### config.mk
export PLATFORM = sky130hd
export DESIGN_NAME = websocket_frame_deframer
export DESIGN_NICKNAME = d
export VERILOG_FILES = /design/src/sv/wsd_pkg.sv /design/src/sv/wsd_parse.sv /design/src/sv/wsd_outbuf.sv /design/src/sv/websocket_frame_deframer.sv
export SDC_FILE = /design/constraint.sdc
export NUM_CORES = 1
export LEC_CHECK = 0
export BUFFER_PORTS_ARGS = -buffer_cell sky130_fd_sc_hd__buf_2
export CAP_MARGIN = 15
export CORE_MARGIN = 2
export CORE_UTILIZATION = 60
export DETAILED_ROUTE_END_ITERATION = 10
export PLACE_DENSITY = 0.88
export SLEW_MARGIN = 25
export SYNTH_ARGS = -nofsm -noshare
export SYNTH_HDL_FRONTEND = slang
export SYNTH_HIERARCHICAL = 1
export SYNTH_SLANG_ARGS = --single-unit
### constraint.sdc
create_clock -name clk -period 12.4 [get_ports clk]
set_input_delay 2.48 -clock clk [delete_from_list [all_inputs] [get_ports clk]]
set_output_delay 2.48 -clock clk [all_outputs]
set_load 0.02 [all_outputs]
### src/sv/wsd_pkg.sv
// Shared types and constants of the WebSocket frame deframer.
// Used by wsd_parse, wsd_outbuf and websocket_frame_deframer; no dependencies.
package wsd_pkg;

	localparam int LEN_W = 17;
	localparam int CODE_W = 10;

	localparam logic [LEN_W-1:0] MAX_MESSAGE_RST = 17'h10000;
	localparam logic [6:0] LEN7_MAX_SHORT = 7'd125;
	localparam logic [6:0] LEN7_EXT16 = 7'd126;
	localparam logic [6:0] LEN7_EXT64 = 7'd127;

	localparam logic [3:0] OP_TEXT = 4'h1;
	localparam logic [3:0] OP_BINARY = 4'h2;
	localparam logic [3:0] OP_CLOSE = 4'h8;
	localparam logic [3:0] OP_PING = 4'h9;
	localparam logic [3:0] OP_PONG = 4'hA;

	localparam logic [CODE_W-1:0] CODE_NONE = 10'd0;
	localparam logic [CODE_W-1:0] CODE_PROTOCOL = 10'd1002;
	localparam logic [CODE_W-1:0] CODE_UNSUPPORTED = 10'd1003;
	localparam logic [CODE_W-1:0] CODE_TOO_BIG = 10'd1009;

	localparam logic [2:0] REG_MAX_MESSAGE = 3'd0;

	typedef enum logic [3:0] {
		ACT_NONE = 4'd0,
		ACT_TEXT = 4'd1,
		ACT_PONG = 4'd2,
		ACT_ECHO_CLOSE = 4'd3,
		ACT_IGNORE = 4'd4,
		ACT_PROTOCOL = 4'd5,
		ACT_TOO_LARGE = 4'd6,
		ACT_BINARY = 4'd7,
		ACT_FRAGMENTED = 4'd8,
		ACT_BAD_OPCODE = 4'd9
	} action_t;

	typedef struct packed {
		logic has_data;
		logic [7:0] data;
		logic frame_end;
		action_t action;
		logic [CODE_W-1:0] close_code;
		logic [3:0] frame_opcode;
	} result_t;

endpackage

### src/sv/wsd_parse.sv
// Per-byte frame parser: header, extended length, mask key and payload unmasking.
// Depends on wsd_pkg; result is combinational and registered in wsd_outbuf.
module wsd_parse (
	input logic clk,
	input logic arst_n,
	input logic in_accept,
	input logic [7:0] byte_in,
	input logic [wsd_pkg::LEN_W-1:0] max_message,
	output logic res_valid,
	output wsd_pkg::result_t res
);

	typedef enum logic [2:0] {
		PH_HEAD1 = 3'd0,
		PH_HEAD2 = 3'd1,
		PH_EXT = 3'd2,
		PH_MASK = 3'd3,
		PH_PAYLOAD = 3'd4,
		PH_CLOSED = 3'd5
	} phase_t;

	phase_t phase_q, phase_d;
	logic fin_q, fin_d;
	logic [3:0] opcode_q, opcode_d;
	logic [wsd_pkg::LEN_W-1:0] length_q, length_d;
	logic over_q, over_d;
	logic [2:0] ext_left_q, ext_left_d;
	logic [31:0] key_q, key_d;
	logic [1:0] idx_q, idx_d;
	logic [wsd_pkg::LEN_W-1:0] left_q, left_d;

	wsd_pkg::action_t fin_act;
	logic [wsd_pkg::CODE_W-1:0] fin_code;
	phase_t fin_phase;
	logic [wsd_pkg::LEN_W+7:0] ext_val;
	logic [wsd_pkg::LEN_W-1:0] len_short;
	logic [7:0] key_byte;
	logic [7:0] plain;

	always_comb begin
		fin_code = wsd_pkg::CODE_NONE;
		if (opcode_q[3] && (!fin_q || length_q > wsd_pkg::LEN_W'(wsd_pkg::LEN7_MAX_SHORT))) begin
			fin_act = wsd_pkg::ACT_PROTOCOL;
			fin_code = wsd_pkg::CODE_PROTOCOL;
		end else if (!fin_q) begin
			fin_act = wsd_pkg::ACT_FRAGMENTED;
			fin_code = wsd_pkg::CODE_PROTOCOL;
		end else if (opcode_q == wsd_pkg::OP_TEXT) begin
			fin_act = wsd_pkg::ACT_TEXT;
		end else if (opcode_q == wsd_pkg::OP_BINARY) begin
			fin_act = wsd_pkg::ACT_BINARY;
			fin_code = wsd_pkg::CODE_UNSUPPORTED;
		end else if (opcode_q == wsd_pkg::OP_CLOSE) begin
			fin_act = wsd_pkg::ACT_ECHO_CLOSE;
		end else if (opcode_q == wsd_pkg::OP_PING) begin
			fin_act = wsd_pkg::ACT_PONG;
		end else if (opcode_q == wsd_pkg::OP_PONG) begin
			fin_act = wsd_pkg::ACT_IGNORE;
		end else begin
			fin_act = wsd_pkg::ACT_BAD_OPCODE;
			fin_code = wsd_pkg::CODE_PROTOCOL;
		end
		if (fin_act == wsd_pkg::ACT_TEXT || fin_act == wsd_pkg::ACT_PONG ||
				fin_act == wsd_pkg::ACT_IGNORE) begin
			fin_phase = PH_HEAD1;
		end else begin
			fin_phase = PH_CLOSED;
		end
	end

	assign ext_val = {length_q, byte_in};
	assign len_short = wsd_pkg::LEN_W'(byte_in[6:0]);

	always_comb begin
		case (idx_q)
			2'd0: key_byte = key_q[31:24];
			2'd1: key_byte = key_q[23:16];
			2'd2: key_byte = key_q[15:8];
			default: key_byte = key_q[7:0];
		endcase
	end
	assign plain = byte_in ^ key_byte;

	always_comb begin
		phase_d = phase_q;
		fin_d = fin_q;
		opcode_d = opcode_q;
		length_d = length_q;
		over_d = over_q;
		ext_left_d = ext_left_q;
		key_d = key_q;
		idx_d = idx_q;
		left_d = left_q;
		res_valid = 1'b0;
		res.has_data = 1'b0;
		res.data = 8'h00;
		res.frame_end = 1'b0;
		res.action = wsd_pkg::ACT_NONE;
		res.close_code = wsd_pkg::CODE_NONE;
		case (phase_q)
			PH_HEAD1: begin
				fin_d = byte_in[7];
				opcode_d = byte_in[3:0];
				if (byte_in[6:4] != 3'b000) begin
					phase_d = PH_CLOSED;
					res_valid = 1'b1;
					res.frame_end = 1'b1;
					res.action = wsd_pkg::ACT_PROTOCOL;
					res.close_code = wsd_pkg::CODE_PROTOCOL;
				end else begin
					phase_d = PH_HEAD2;
				end
			end
			PH_HEAD2: begin
				length_d = '0;
				over_d = 1'b0;
				if (!byte_in[7]) begin
					phase_d = PH_CLOSED;
					res_valid = 1'b1;
					res.frame_end = 1'b1;
					res.action = wsd_pkg::ACT_PROTOCOL;
					res.close_code = wsd_pkg::CODE_PROTOCOL;
				end else if (byte_in[6:0] == wsd_pkg::LEN7_EXT16) begin
					ext_left_d = 3'd1;
					phase_d = PH_EXT;
				end else if (byte_in[6:0] == wsd_pkg::LEN7_EXT64) begin
					ext_left_d = 3'd7;
					phase_d = PH_EXT;
				end else begin
					length_d = len_short;
					if (len_short > max_message) begin
						phase_d = PH_CLOSED;
						res_valid = 1'b1;
						res.frame_end = 1'b1;
						res.action = wsd_pkg::ACT_TOO_LARGE;
						res.close_code = wsd_pkg::CODE_TOO_BIG;
					end else begin
						phase_d = PH_MASK;
						idx_d = 2'd0;
					end
				end
			end
			PH_EXT: begin
				over_d = over_q | (ext_val[wsd_pkg::LEN_W+7:wsd_pkg::LEN_W] != 8'h00);
				length_d = ext_val[wsd_pkg::LEN_W-1:0];
				if (ext_left_q == 3'd0) begin
					if (over_d || length_d > max_message) begin
						phase_d = PH_CLOSED;
						res_valid = 1'b1;
						res.frame_end = 1'b1;
						res.action = wsd_pkg::ACT_TOO_LARGE;
						res.close_code = wsd_pkg::CODE_TOO_BIG;
					end else begin
						phase_d = PH_MASK;
						idx_d = 2'd0;
					end
				end else begin
					ext_left_d = ext_left_q - 3'd1;
				end
			end
			PH_MASK: begin
				key_d = {key_q[23:0], byte_in};
				if (idx_q == 2'd3) begin
					idx_d = 2'd0;
					left_d = length_q;
					if (length_q == '0) begin
						phase_d = fin_phase;
						res_valid = 1'b1;
						res.frame_end = 1'b1;
						res.action = fin_act;
						res.close_code = fin_code;
					end else begin
						phase_d = PH_PAYLOAD;
					end
				end else begin
					idx_d = idx_q + 2'd1;
				end
			end
			PH_PAYLOAD: begin
				idx_d = idx_q + 2'd1;
				left_d = (left_q != '0) ? left_q - wsd_pkg::LEN_W'(1) : left_q;
				res_valid = 1'b1;
				res.has_data = 1'b1;
				res.data = plain;
				if (left_d == '0) begin
					phase_d = fin_phase;
					res.frame_end = 1'b1;
					res.action = fin_act;
					res.close_code = fin_code;
				end
			end
			default: begin
				phase_d = PH_CLOSED;
			end
		endcase
		res.frame_opcode = opcode_d;
		res_valid = res_valid & in_accept;
	end

	always_ff @(posedge clk or negedge arst_n) begin
		if (!arst_n) begin
			phase_q <= PH_HEAD1;
			fin_q <= 1'b0;
			opcode_q <= 4'h0;
			length_q <= '0;
			over_q <= 1'b0;
			ext_left_q <= 3'd0;
			key_q <= 32'h0;
			idx_q <= 2'd0;
			left_q <= '0;
		end else if (in_accept) begin
			phase_q <= phase_d;
			fin_q <= fin_d;
			opcode_q <= opcode_d;
			length_q <= length_d;
			over_q <= over_d;
			ext_left_q <= ext_left_d;
			key_q <= key_d;
			idx_q <= idx_d;
			left_q <= left_d;
		end
	end

`ifndef SYNTHESIS
	a_no_result_closed: assert property (@(posedge clk) disable iff (!arst_n)
		phase_q == PH_CLOSED |-> !res_valid)
		else $error("result produced while closed");
	a_mid_frame_no_action: assert property (@(posedge clk) disable iff (!arst_n)
		res_valid && !res.frame_end |-> res.has_data && res.action == wsd_pkg::ACT_NONE)
		else $error("action outside frame end");
	a_payload_left_nonzero: assert property (@(posedge clk) disable iff (!arst_n)
		phase_q == PH_PAYLOAD |-> left_q != '0)
		else $error("payload phase with nothing left");
`endif

endmodule

### src/sv/wsd_outbuf.sv
// Result register with skid stage between the parser and the master stream.
// Depends on wsd_pkg for the result type.
module wsd_outbuf (
	input logic clk,
	input logic arst_n,
	input logic push,
	input wsd_pkg::result_t push_res,
	output logic in_ready,
	output logic out_valid,
	input logic out_ready,
	output wsd_pkg::result_t out_res
);

	logic main_v_q;
	logic skid_v_q;
	wsd_pkg::result_t main_q;
	wsd_pkg::result_t skid_q;
	logic pop;

	assign pop = main_v_q & out_ready;
	assign in_ready = ~skid_v_q;
	assign out_valid = main_v_q;
	assign out_res = main_q;

	always_ff @(posedge clk or negedge arst_n) begin
		if (!arst_n) begin
			main_v_q <= 1'b0;
			skid_v_q <= 1'b0;
		end else if (skid_v_q) begin
			if (pop) begin
				skid_v_q <= 1'b0;
			end
		end else if (push) begin
			if (!main_v_q || pop) begin
				main_v_q <= 1'b1;
			end else begin
				skid_v_q <= 1'b1;
			end
		end else if (pop) begin
			main_v_q <= 1'b0;
		end
	end

	always_ff @(posedge clk) begin
		if (skid_v_q) begin
			if (pop) begin
				main_q <= skid_q;
			end
		end else if (push) begin
			if (!main_v_q || pop) begin
				main_q <= push_res;
			end else begin
				skid_q <= push_res;
			end
		end
	end

`ifndef SYNTHESIS
	a_skid_needs_main: assert property (@(posedge clk) disable iff (!arst_n)
		skid_v_q |-> main_v_q)
		else $error("skid holds a transfer while output is empty");
	a_no_push_when_full: assert property (@(posedge clk) disable iff (!arst_n)
		push |-> !skid_v_q)
		else $error("result pushed into full buffer");
	a_skid_fill_on_stall: assert property (@(posedge clk) disable iff (!arst_n)
		$rose(skid_v_q) |-> $past(main_v_q && !out_ready))
		else $error("skid filled without stall");
`endif

endmodule

### src/sv/websocket_frame_deframer.sv
// WebSocket client-to-server frame deframer, top level with APB register.
// Depends on wsd_pkg, wsd_parse and wsd_outbuf.
//
// Usage: stream bytes on the slave channel (s_tdata = byte_in), one per
// transfer. Header, extended-length and mask bytes give no data byte; each
// payload byte comes out unmasked on the master channel. m_tlast marks frame
// end or a rejection, and then the action and close code are valid.
// Register max_message (byte address 0, reset 65536) limits payload length;
// write it only while the block is idle.
// Results are registered in the output buffer ahead of m_tvalid.
// Throughput: one byte per cycle while s_tready is high.
// Reset: parser returns to the first header byte, output buffer empties.
// Stall: a two-entry output buffer absorbs one result while m_tready is low;
// s_tready drops only when both entries are full. After a closing action
// all further bytes are taken and dropped until reset.
module websocket_frame_deframer (
	input logic clk,
	input logic arst_n,
	input logic psel,
	input logic penable,
	input logic pwrite,
	input logic [2:0] paddr,
	input logic [31:0] pwdata,
	output logic [31:0] prdata,
	output logic pready,
	input logic s_tvalid,
	output logic s_tready,
	input logic [7:0] s_tdata,        // [7:0] byte_in
	output logic m_tvalid,
	input logic m_tready,
	output logic [31:0] m_tdata,      // [7:0] data, [11:8] action, [21:12] close_code,
	                                  // [25:22] frame_opcode, [31:26] zero
	output logic m_tlast,
	output logic m_tuser              // [0] has_data
);

	logic [wsd_pkg::LEN_W-1:0] max_message_q;
	logic in_accept;
	logic res_valid;
	wsd_pkg::result_t res;
	wsd_pkg::result_t out_res;

	assign pready = 1'b1;

	always_ff @(posedge clk or negedge arst_n) begin
		if (!arst_n) begin
			max_message_q <= wsd_pkg::MAX_MESSAGE_RST;
		end else if (psel && penable && pwrite && pready &&
				paddr[2] == wsd_pkg::REG_MAX_MESSAGE[0]) begin
			max_message_q <= pwdata[wsd_pkg::LEN_W-1:0];
		end
	end

	assign prdata = (paddr[2] == wsd_pkg::REG_MAX_MESSAGE[0]) ?
		{{(32-wsd_pkg::LEN_W){1'b0}}, max_message_q} : 32'h0;

	assign in_accept = s_tvalid & s_tready;

	wsd_parse u_parse (
		.clk(clk),
		.arst_n(arst_n),
		.in_accept(in_accept),
		.byte_in(s_tdata),
		.max_message(max_message_q),
		.res_valid(res_valid),
		.res(res)
	);

	wsd_outbuf u_outbuf (
		.clk(clk),
		.arst_n(arst_n),
		.push(res_valid),
		.push_res(res),
		.in_ready(s_tready),
		.out_valid(m_tvalid),
		.out_ready(m_tready),
		.out_res(out_res)
	);

	assign m_tdata = {6'b000000, out_res.frame_opcode, out_res.close_code,
		out_res.action, out_res.data};
	assign m_tlast = out_res.frame_end;
	assign m_tuser = out_res.has_data;

endmodule
==> reports/results.txt <==
Status = finished, final reports clean
NumNets Final = 889
CTS tree = done
Worst-Margin Slew = 1.05 ns
Cell row count = 43
Grt ovf = 0
Ys Warns = 6
Unrepaired setup endpoints after global routing = no
CP max stage delay = 0.26 ns
Ys async rst share = 63.9%
Clock group share of total power = 21.4%
Slew Limit Fails = 0
Vias/cell = 6.00
Reg power frac = 39.5%
Largest net degree at the start of global routing = 52
Count of cell types in the netlist = 73
Area post-placement = 8820 µm²
Gr usage total = 23.7%
PwrDens = 247 nW/µm²
Total Neg Setup Slack = 0 ns
Slew margin rel. = 30.1%
Mapped cell area = 8470 µm²
DRC violation count after routing = 0
Tmin final = 5.60 ns
Util after Layout = 68.0%
Die area = 15,100 µm²
NetSw = 0.000886 W
Width of the die = 123 µm
Hold Path Origin = u_parse/key_q[25]
Worst Path Max Fanout = 18
RePlAce Congestion = 0.916
Area delta synth->final = 10.9%
Max-cap check violation count = 0
TritonRoute pass-1 iters = 5
DRT iter0 DRCs = 481
Logic pwr share = 39.1%
Sw frac = 38.2%
Hold Crit Class = reg2reg
Final worst-path cycle share = 45.2%
Top cell type's share of synthesized area = 28.9%
Fmax = 178 MHz
Endpoints failing setup = 0
Top-count cell post-synth = dfrtp_1
Largest cells by area after synthesis = dfrtp_1 (29%), edfxtp_1 (20%), mux2_4 (6.6%)
Design area = 9400 µm²
Crit-path cells = buf_2 -> and2b_1 -> buf_2
Final worst clock skew = 0.0110 ns
Global-route wire length before repair = 27.7 mm
Startpoint types = primary input
Syn avg cell area = 11.3 µm²
DRT antenna net count = 0
Flops & latches, synth = 155
Seq/Total Area, Yosys = 49.1%
CTS clk-pin slew, worst paths = 0.06 ns
Core ar. = 13,800 µm²
Final hold violations = 0
Deepest clock path buffer count = 2
Crit path arrival time = 3.12 ns
Internal power = 0.00143 W
Clock Tree Root = clkbuf_16
DP Wirelength = 11.6 mm
CTS Hold Bufs = 0
Num CTS Buffers = 17
Power Total = 0.00232 W
Post-cts sizing count = 0
CP max stage cell = buf_2
Vias in the first global route = 5,649
Critical path type = in2out
P_leak = 4.08 nW
Die height = 123 µm
Routed vias = 6,039
Fraction of layout cells with a size suffix above 1 = 26.4%
VDD IR max = 0.109 mV
Worst Path Required = 9.92 ns
Post-synth EDFFs = 56
H-tree depth = 4
Most frequent cells after synthesis = dfrtp_1 (98), edfxtp_1 (56), nor2_1 (49), a21oi_1 (48), mux2_2 (47)
I/O Buffers = 79
Critical Path Sink Type = primary output
Clock latency on the worst-skew pair = 0.43 ns
Reg-to-Reg Start = u_parse/phase_q[0]
Initial antenna violation count = 0
IO Pins = 119
Post-Route WL = 17.1 mm
Primary FF master, synth = dfrtp_1
Antenna diodes = 0
CP dominant cell by count = buf_2
# clock sinks = 155
Starting density of the core = 61.3%
Routed WL per cell = 17.0 µm
Critical path launch point = paddr[2]
Library cell with the largest summed area after synthesis = dfrtp_1
Post-CTS setup buffer count = 0
Synth Instances = 753
==> final cells by class <==
| type | count | area [µm²] |
|---|---|---|
| sequential | 155 | 4160 |
| clock buffer | 21 | 493 |
| timing repair buffer | 85 | 443 |
| tap | 180 | 225 |
| clock inverter | 10 | 77.6 |
| inverter | 36 | 135 |
| multi-input combinational | 519 | 3860 |
| fill | 999 | 4430 |
==> metal layers <==
metal	up-vias	track usage, %	wire (µm)
met5	-	0	0
met4	0	9.20	291
met3	24	5.16	1080
met2	250	38.3	8370
met1	2924	31.3	7370
li1	2841	-	-
==> flip-flops by register name, summed over array words and instances, names as in the netlist, 2 cells and up <==
signal,flops
u_parse/key_q,32
u_parse/opcode_q,4
u_parse/idx_q,2
u_parse/ext_left_q,3
u_outbuf/skid_q,28
max_message_q,17
u_parse/left_q,17
u_parse/length_q,17
u_parse/phase_q,3
u_outbuf/out_res,28
==> power by group through the flow <==
stage / registers (W) / clock network [W] / logic, W
floorplan: 0.000875 / 0 / 0.000738
CTS: 0.000911 / 0.000500 / 0.000900
global placement: 0.000912 / 0 / 0.000858
global route: 0.000941 / 0.000523 / 0.000988
detailed placement: 0.000919 / 0 / 0.000886
finish: 0.000916 / 0.000495 / 0.000907
==> worst max-delay path: cells and delay by family <==
kind / cells / cell delay (ns)
buffers and inverters: 2 / 0.41
AND/OR/NAND/NOR: 1 / 0.23
==> final timing paths <==
check	slack [ns]	endpoint	cells after the start
worst max-delay path	6.80	prdata[16]	3
max in group asynchronous	9.24	u_outbuf/skid_v_q	2
worst min register to register	0.51	u_parse/key_q[25]	1
worst min-delay path	0.51	u_parse/key_q[25]	1
worst max register to register	8.66	u_outbuf/out_res[18]	10
min in group asynchronous	2.06	max_message_q[7]	1
==> metrics by stage <==
| step | hold slack (ns) | setup slack (ns) | std cells |
|---|---|---|---|
| after floorplan | 0.468 | 6.17 | 773 |
| after global placement | 0.487 | 6.77 | 975 |
| after detailed placement | 0.497 | 6.74 | 975 |
| after CTS | 0.510 | 6.79 | 1006 |
| after global routing | 0.516 | 6.75 | 1006 |
| final | 0.510 | 6.80 | 1006 |
==> cells in the final DEF (no fill, tap or decap), types with 9 or more instances in the layout <==
cell type,synthesis,routed
dfrtp_1,98,97
buf_2,1,78
edfxtp_1,56,56
nor2_1,49,49
a21oi_1,48,48
mux2_2,47,47
nand2_1,45,45
o21ai_0,44,44
mux2_4,37,37
inv_1,36,36
ha_1,25,25
conb_1,3,23
clkbuf_16,0,19
nor2b_1,17,17
a22o_1,17,17
nor3_1,14,12
nor4_1,11,11
xnor2_1,9,9
==> cell families (layout without fill, tap and decap cells) <==
kind of cell    Yosys count  count (layout)  share of synthesized area [%]
flops                   155             155                           49.1
fa+ha+maj                26              26                           3.81
xor+xnor                  9               9                          0.930
compound gates          176             176                           13.9
other cells               3              23                          0.133
simple gates            195             195                           12.1
buf+inv                  99             152                           6.42
mux                      90              90                           13.7
Power figures use the tool's default switching activity.
